## src/hw/rtl/i8mm_pkg.sv

```systemverilog
// Shared types and constants for the int8 matrix multiply block.
// Used by i8mm_cell and int8_matmul_offset_accumulate_top; depends on nothing.
package i8mm_pkg;

	// Configuration port.
	localparam int ADDR_W = 5;
	localparam int DATA_W = 32;

	// Register indexes on the configuration port (byte address is 4 times the index).
	typedef enum logic [2:0] {
		REG_ROWS_M   = 3'd0,
		REG_INNER_N  = 3'd1,
		REG_COLS_P   = 3'd2,
		REG_A_OFFSET = 3'd3,
		REG_B_OFFSET = 3'd4,
		REG_C_OFFSET = 3'd5
	} reg_idx_t;

	// Register field widths.
	localparam int ROWS_W = 11;
	localparam int INNER_W = 7;
	localparam int COLS_W = 5;
	localparam int OFF_W = 9;

	// Commands of the input word.
	localparam logic CMD_LOAD_B = 1'b0;
	localparam logic CMD_A_ELEM = 1'b1;

	// Operand and product widths: an int8 plus a 9-bit offset fits in 10 bits.
	localparam int OPND_W = 10;
	localparam int PROD_W = 2 * OPND_W;

	// Control that the top level broadcasts to every cell of the chain.
	typedef struct packed {
		logic                     mac_s1;
		logic signed [OPND_W-1:0] av_s1;
		logic                     mac_s2;
		logic                     first_s2;
		logic                     last_s2;
		logic signed [OFF_W-1:0]  b_offset;
		logic [31:0]              c_offset;
		logic                     shift;
	} cell_ctl_t;

endpackage

```

## src/hw/rtl/i8mm_ram.sv

```systemverilog
// Generic single-write, single-read RAM with a registered read port.
// Stand-alone; instantiated once per column cell for its slice of matrix B.
module i8mm_ram #(
	parameter int WIDTH = 8,
	parameter int DEPTH = 64
) (
	input  logic                                   clk,
	input  logic                                   we,
	input  logic [(DEPTH > 1 ? $clog2(DEPTH) : 1)-1:0] waddr,
	input  logic [WIDTH-1:0]                       wdata,
	input  logic [(DEPTH > 1 ? $clog2(DEPTH) : 1)-1:0] raddr,
	output logic [WIDTH-1:0]                       rdata
);

	logic [WIDTH-1:0] mem_q [DEPTH];

	always_ff @(posedge clk) begin
		if (we) begin
			mem_q[waddr] <= wdata;
		end
		rdata <= mem_q[raddr];
	end

endmodule

```

## src/hw/rtl/i8mm_cell.sv

```systemverilog
// One column cell: its column of B, a multiplier, an accumulator and one result slot
// that shifts toward cell 0. Depends on i8mm_pkg and i8mm_ram.
module i8mm_cell #(
	parameter int DEPTH = 64,
	parameter int AW = 6
) (
	input  logic                  clk,
	input  i8mm_pkg::cell_ctl_t   ctl,
	input  logic                  b_we,
	input  logic [AW-1:0]         b_waddr,
	input  logic [7:0]            b_wdata,
	input  logic [AW-1:0]         b_raddr,
	input  logic [31:0]           sum_in,
	output logic [31:0]           sum_out
);

	logic [7:0]                                b_rdata;
	logic signed [i8mm_pkg::OPND_W-1:0]        bv;
	logic signed [i8mm_pkg::PROD_W-1:0]        prod;
	logic signed [i8mm_pkg::PROD_W-1:0]        prod_s2;
	logic [31:0]                               acc_q;
	logic [31:0]                               acc_next;
	logic [31:0]                               slot_q;

	i8mm_ram #(
		.WIDTH(8),
		.DEPTH(DEPTH)
	) u_bram (
		.clk  (clk),
		.we   (b_we),
		.waddr(b_waddr),
		.wdata(b_wdata),
		.raddr(b_raddr),
		.rdata(b_rdata)
	);

	assign bv = $signed({{2{b_rdata[7]}}, b_rdata}) + $signed({ctl.b_offset[8], ctl.b_offset});
	assign prod = ctl.av_s1 * bv;

	// A row restarts its sum from the constant offset.
	assign acc_next = (ctl.first_s2 ? ctl.c_offset : acc_q)
		+ {{(32 - i8mm_pkg::PROD_W){prod_s2[i8mm_pkg::PROD_W-1]}}, prod_s2};

	always_ff @(posedge clk) begin
		if (ctl.mac_s1) begin
			prod_s2 <= prod;
		end
		if (ctl.mac_s2) begin
			acc_q <= acc_next;
		end
		if (ctl.mac_s2 && ctl.last_s2) begin
			slot_q <= acc_next;
		end else if (ctl.shift) begin
			slot_q <= sum_in;
		end
	end

	assign sum_out = slot_q;

endmodule

```

## config.mk

```make
export PLATFORM = sky130hd
export DESIGN_NAME = i8mm_cell
export DESIGN_NICKNAME = d
export VERILOG_FILES = /design/src/hw/rtl/i8mm_pkg.sv /design/src/hw/rtl/i8mm_ram.sv /design/src/hw/rtl/i8mm_cell.sv
export SDC_FILE = /design/constraint.sdc
export NUM_CORES = 1
export LEC_CHECK = 0
export BUFFER_PORTS_ARGS = -buffer_cell sky130_fd_sc_hd__buf_2
export CAP_MARGIN = 40
export CORE_UTILIZATION = 37
export CTS_CLUSTER_SIZE = 8
export DETAILED_ROUTE_END_ITERATION = 10
export SLEW_MARGIN = 20
export SYNTH_ARGS = -nofsm -noshare
export SYNTH_HDL_FRONTEND = slang
export SYNTH_SLANG_ARGS = --single-unit
export TNS_END_PERCENT = 20
```

## constraint.sdc

```tcl
create_clock -name clk -period 7.87 [get_ports clk]
set_input_delay 1.574 -clock clk [delete_from_list [all_inputs] [get_ports clk]]
set_output_delay 1.574 -clock clk [all_outputs]
set_load 0.02 [all_outputs]
```

==> results of run 1 <==
==> path summary, 6_finish.rpt <==
| kind | end | cells after the start |
|---|---|---|
| setup / recovery | prod_s2[19] | 25 |
| hold reg to reg | acc_q[0] | 1 |
| setup reg to reg | prod_s2[19] | 24 |
| hold / removal | acc_q[0] | 1 |
==> synth_stat cells, drive strengths merged (3+ instances only) <==
master / instances
edfxtp: 596
mux4: 168
nand2: 134
inv: 132
nor2: 102
fa: 94
ha: 88
a21oi: 58
clkbuf: 49
and2: 43
mux2: 41
xnor2: 41
o21ai: 27
buf: 24
a21o: 18
nand3: 14
xor2: 14
o211ai: 11
a211oi: 9
and3: 9
dfxtp: 8
nand2b: 8
nor2b: 8
nor3: 8
or3: 8
o21a: 6
o21bai: 6
a31oi: 5
nand4: 5
nor3b: 5
a211o: 4
mux2i: 4
nand3b: 4
o31ai: 3
==> cell families (layout without fill, tap and decap cells) <==
kind of cell / Yosys count / count (layout) / share of synthesized area [%]
xor gates and xnor gates: 55 / 55 / 1.65
DFF: 604 / 604 / 61.7
adders and majority gates: 182 / 182 / 10.2
and+or+nand+nor: 353 / 353 / 5.49
buffers and inverters: 205 / 441 / 2.73
AOI/OAI and AO/OA: 164 / 164 / 3.62
other: 0 / 1 / 0
muxes: 213 / 213 / 14.6
==> flip-flops by register name, summed over array words and instances (netlist names) <==
register,cells
prod_s2,20
sum_out,32
u_bram.rdata,8
u_bram.mem_q,512
acc_q,32
==> final cells by class <==
cell class | instances | area [um^2]
fill | 6905 | 43900
tap | 1040 | 1300
clock buffer | 103 | 2240
clock inverter | 9 | 190
sequential | 604 | 18100
timing repair buffer | 197 | 1220
inverter | 132 | 495
antenna | 1 | 2.50
multi-input combinational | 967 | 10400
==> power by group through the flow <==
stage | clock, W | sequential (W) | combinational [W]
6_report | 0.00336 | 0.00432 | 0.00896
5_1_grt | 0.00354 | 0.00434 | 0.0103
3_3_place_gp | 0 | 0.00438 | 0.00882
3_5_place_dp | 0 | 0.00439 | 0.00902
4_1_cts | 0.00343 | 0.00433 | 0.00908
2_1_floorplan | 0 | 0.00442 | 0.00660
==> metrics by stage <==
step	cells	area [um^2]	power (W)	hold WS, ns	util, %
floorplan	1776	29300	0.0110	0.548	-
finish	3053	33900	0.0166	0.609	43.6
CTS	3038	33800	0.0168	0.619	43.4
detailed placement	2926	31400	0.0134	0.633	40.3
global placement	2920	31300	0.0132	0.625	40.2
global route	3052	33900	0.0181	0.648	43.6
==> layer usage <==
metal / global-route usage [%] / up-vias / wire [um]
met5: 0 / - / 0
met4: 4.97 / 0 / 1540
met3: 3.39 / 125 / 4910
met2: 28.7 / 630 / 33400
met1: 22.4 / 8429 / 27800
li1: - / 7156 / -
==> results.json, run 1 <==
{
  "outcome": "finished clean",
  "mostFrequentLayoutCells": "596 x edfxtp_1, 168 x mux4_2, 140 x buf_2",
  "hold_class": "register to register",
  "grt_max_degree": 75,
  "overflow": 0,
  "grt_pass1_vias": 17100,
  "die_w_um": 283,
  "crit_top_cell": "fa_1",
  "synth_area_leaders": "edfxtp_1 61%, mux4_2 13%, fa_1 6.4%",
  "die_h_um": 283,
  "cts_resized": 0,
  "dp_slack_ns": -0.192,
  "clock_latency_ns": 0.64,
  "synth_area_mm2": 0.0293,
  "final_antenna_net_count": 0,
  "setup_violations": 0,
  "cts.reportedPaths.clkPinSlew_ns": 0.05,
  "powerDensity_mw_per_mm2": 491,
  "layout_commonest_cell": "edfxtp_1",
  "synth_cell_types": 56,
  "clock-skew-final_ns": 0.0455,
  "first_pass_iters": 6,
  "arrival_ns": 7.81,
  "drtIter0Drc": 1488,
  "port_buffers": 141,
  "synth-edff-count": 596,
  "core_mm2": 0.0778,
  "cts_setup_buffers": 0,
  "synth_seq_area_share_pct": 61.7,
  "avgSynthCellArea_um2": 16.5,
  "hold_viol_final": 0,
  "fin_crit_ns": 7.46,
  "grt_setup_unrepaired": "no",
  "antenna_found_initial": 3,
  "worst-path-buf-inv": 4,
  "critPathRequiredTime_ns": 8.22,
  "netlist.area_leader.share_pct": 61.1,
  "fin_tns_setup_ns": 0,
  "drive_above_1_share_pct": 25.2,
  "ys.warnings.count": 0,
  "die_area_mm2": 0.0802,
  "grt_pass1_wl_mm": 104,
  "p_clk_share_pct": 20.2,
  "synth_nets": 2068,
  "num_rows": 102,
  "critPathTopFamily": "adder cells",
  "grt_use_total_pct": 17.1,
  "htreeDepth": 3,
  "hp-start": "prod_s2[0]",
  "p_comb_share_pct": 53.8,
  "drv_cap": 0,
  "synthArstFlopShare_pct": 0,
  "io_pins": 142,
  "power.switching_w": 0.00626,
  "report.final.slew_viol_count": 0,
  "startpoint_type": "primary input",
  "cts_buffer_depth": 3,
  "drc": 0,
  "fmax_mhz": 134,
  "area_growth_pct": 15.9,
  "netlist_instances": 1776,
  "routed_wirelength_mm": 67.7,
  "cts-root-buf": "clkbuf_16",
  "start_util_pct": 37.6,
  "hpwl_mm": 45.0,
  "max_slew_margin_pct": 43.7,
  "fin_ws_ns": 0.408,
  "viasPerCell": 5.35,
  "cts_tree": "done",
  "r2r_setup_slack_ns": 1.06,
  "slowest_delay_ns": 0.53,
  "routedWlPerCell_um": 22.2,
  "period_share_pct": 94.8,
  "cts_made_buffers": 86,
  "netlist.top_cell.by_area": "edfxtp_1",
  "crit_type": "primary input to register",
  "p_int_w": 0.0104,
  "holdBufCountCts": 0,
  "ys.flop_type": "edfxtp_1",
  "cts_sinks": 604,
  "gp_congestion": 0.835,
  "crit_start": "ctl[33]",
  "cpMaxStageDelayCell": "xor2_1",
  "p_leak_nw": 12.2,
  "ys_ff_latch": 604,
  "seqPwrFrac_pct": 26.0,
  "tightest_slew_ns": 0.841,
  "end_kind": "register",
  "rr_startpoint": "u_bram.rdata[0]",
  "crit_fanout": 9,
  "vias": 16300,
  "sw_frac_of_total_pct": 37.6,
  "peakVddDrop_mv": 0.965,
  "final_nets": 2280
}
(Power assumes the default switching activity.)
==> inputs of run 2 (changes only) <==
--- a/config.mk
+++ b/config.mk
@@ -8,6 +8,7 @@
 export BUFFER_PORTS_ARGS = -buffer_cell sky130_fd_sc_hd__buf_2
 export CAP_MARGIN = 40
 export CORE_UTILIZATION = 37
+export CTS_BUF_LIST = sky130_fd_sc_hd__clkbuf_8
 export CTS_CLUSTER_SIZE = 8
 export DETAILED_ROUTE_END_ITERATION = 10
 export SLEW_MARGIN = 20
==> run 2 against run 1 <==
  * Global-route usage down 0.087 points
  * Non-clock buffer count fell by 3
  * Clock power down 23%
  * Via count fell by 0.51%
  * Largest power group unchanged
  * Flip-flop and latch count unchanged
  * Core utilization decreased by 0.79 points
  * Critical endpoint is now prod_s2[18]
  * Clock-buffer cell count shrank 3
  * Fmax is 1.5% higher
  * Critical path depth is 1 higher
  * Combinational power barely moved
==> results.json, run 2 (synthesis results as in run 1) <==
{
  "grt_setup_unrepaired": "no",
  "gp_congestion": 0.835,
  "mostFrequentLayoutCells": "596 x edfxtp_1, 172 x inv_1, 168 x mux4_2",
  "viasPerCell": 5.22,
  "cts_made_buffers": 100,
  "hold_viol_final": 0,
  "sw_frac_of_total_pct": 39.1,
  "tightest_slew_ns": 0.834,
  "port_buffers": 141,
  "overflow": 0,
  "regMostFlops": "u_bram.mem_q",
  "outcome": "finished clean",
  "peakVddDrop_mv": 0.994,
  "clock-skew-final_ns": 0.0327,
  "grt_use_total_pct": 17.0,
  "seqPwrFrac_pct": 27.2,
  "area_growth_pct": 13.8,
  "cts_tree": "done",
  "end_kind": "register",
  "r2r_setup_slack_ns": 1.08,
  "p_leak_nw": 12.0,
  "p_clk_share_pct": 16.3,
  "die_area_mm2": 0.0802,
  "startpoint_type": "primary input",
  "p_int_w": 0.00965,
  "arrival_ns": 7.79,
  "first_pass_iters": 5,
  "antenna_found_initial": 5,
  "routedWlPerCell_um": 21.6,
  "fin_crit_ns": 7.35,
  "io_pins": 142,
  "top_usage_layer": "met2",
  "drc": 0,
  "routed_wirelength_mm": 67.1,
  "start_util_pct": 37.6,
  "fin_cells": 3112,
  "met3_usage_pct": 3.59,
  "cts.reportedPaths.clkPinSlew_ns": 0.06,
  "num_rows": 102,
  "use_met1_pct": 22.1,
  "period_share_pct": 93.4,
  "vias": 16300,
  "drive_above_1_share_pct": 25.4,
  "fillCellCount": 7006,
  "fmax_mhz": 136,
  "final_antenna_net_count": 0,
  "htreeDepth": 3,
  "core_mm2": 0.0778,
  "critPathRequiredTime_ns": 8.32,
  "holdBufCountCts": 0,
  "power.switching_w": 0.00621,
  "powerDensity_mw_per_mm2": 476,
  "crit_type": "primary input to register",
  "report.final.slew_viol_count": 0,
  "layout_commonest_cell": "edfxtp_1",
  "cts_setup_buffers": 0,
  "cts_sinks": 604,
  "cts-root-buf": "clkbuf_8",
  "die_h_um": 283,
  "cts_buffer_depth": 3,
  "setup_violations": 0,
  "fin_tns_setup_ns": 0,
  "clock_latency_ns": 0.72,
  "die_w_um": 283,
  "crit_fanout": 9,
  "cts_resized": 0,
  "grt_max_degree": 75,
  "grt_pass1_vias": 17300,
  "largest_register_ffs": 512,
  "final_nets": 2291,
  "drv_cap": 0,
  "globalRouteMet2Util_pct": 28.3,
  "drtIter0Drc": 1380,
  "dp.cells": 2926,
  "hold_class": "register to register",
  "p_comb_share_pct": 56.5,
  "grt_pass1_wl_mm": 103,
  "hpwl_mm": 45.0,
  "max_slew_margin_pct": 44.2
}
run 2: final timing paths:
kind / startpoint / end / depth (start not counted)
worst min-delay path: prod_s2[0] / acc_q[0] / 1
worst max-delay path: ctl[33] / prod_s2[18] / 26
worst max register to register: u_bram.rdata[0] / prod_s2[18] / 25
worst min register to register: prod_s2[0] / acc_q[0] / 1
run 2: power groups by stage:
stage | clock network (W) | registers (W) | logic [W]
after floorplan | 0 | 0.00442 | 0.00660
after global placement | 0 | 0.00438 | 0.00882
after detailed placement | 0 | 0.00439 | 0.00902
after CTS | 0.00265 | 0.00432 | 0.00910
after global routing | 0.00278 | 0.00434 | 0.0103
final | 0.00258 | 0.00432 | 0.00896
run 2: routing by layer:
layer | share of wire [%] | vias up
met3 | 7.2 | 122
li1 | - | 7209
met1 | 41 | 8333
met2 | 49 | 590
met4 | 2.3 | 2
met5 | 0.019 | -
run 2: cell type report:
class                           count  area [um^2]  share of cell area (%)
Clock buffer                      100         1380                    4.13
Timing Repair Buffer              194         1200                    3.61
Multi-Input combinational cell    967        10400                    31.3
Sequential cell                   604        18100                    54.2
Antenna cell                        2         5.00                  0.0150
Tap cell                         1040         1300                    3.91
Clock inverter                     73          457                    1.37
Inverter                          132          495                    1.49
run 2: worst max-delay path: stages:
cell	delay [ns]
buf_2	0.10
ha_1	0.22
fa_1	0.44
a21o_1	0.20
a21oi_1	0.19
o21bai_1	0.08
a21oi_1	0.20
o21ai_0	0.14
xor2_1	0.53
nand2_1	0.17
fa_1	0.51
fa_1	0.51
inv_1	0.06
fa_1	0.45
fa_1	0.49
inv_1	0.05
fa_1	0.47
inv_1	0.04
ha_1	0.20
a21o_1	0.17
a21oi_1	0.17
nand2_1	0.08
a31oi_1	0.30
o41ai_1	0.15
a21oi_1	0.19
xnor2_1	0.09
run 2: stage by stage:
stage	power, W	utilization, %	cell area (um^2)	hold WS [ns]	setup slack, ns
finish	0.0159	42.8	33300	0.636	0.520
floorplan	0.0110	-	29300	0.548	0.462
global route	0.0174	42.8	33300	0.665	0.160
global placement	0.0132	40.2	31300	0.625	-0.127
CTS	0.0161	42.6	33200	0.632	0.578
detailed placement	0.0134	40.3	31400	0.633	-0.192
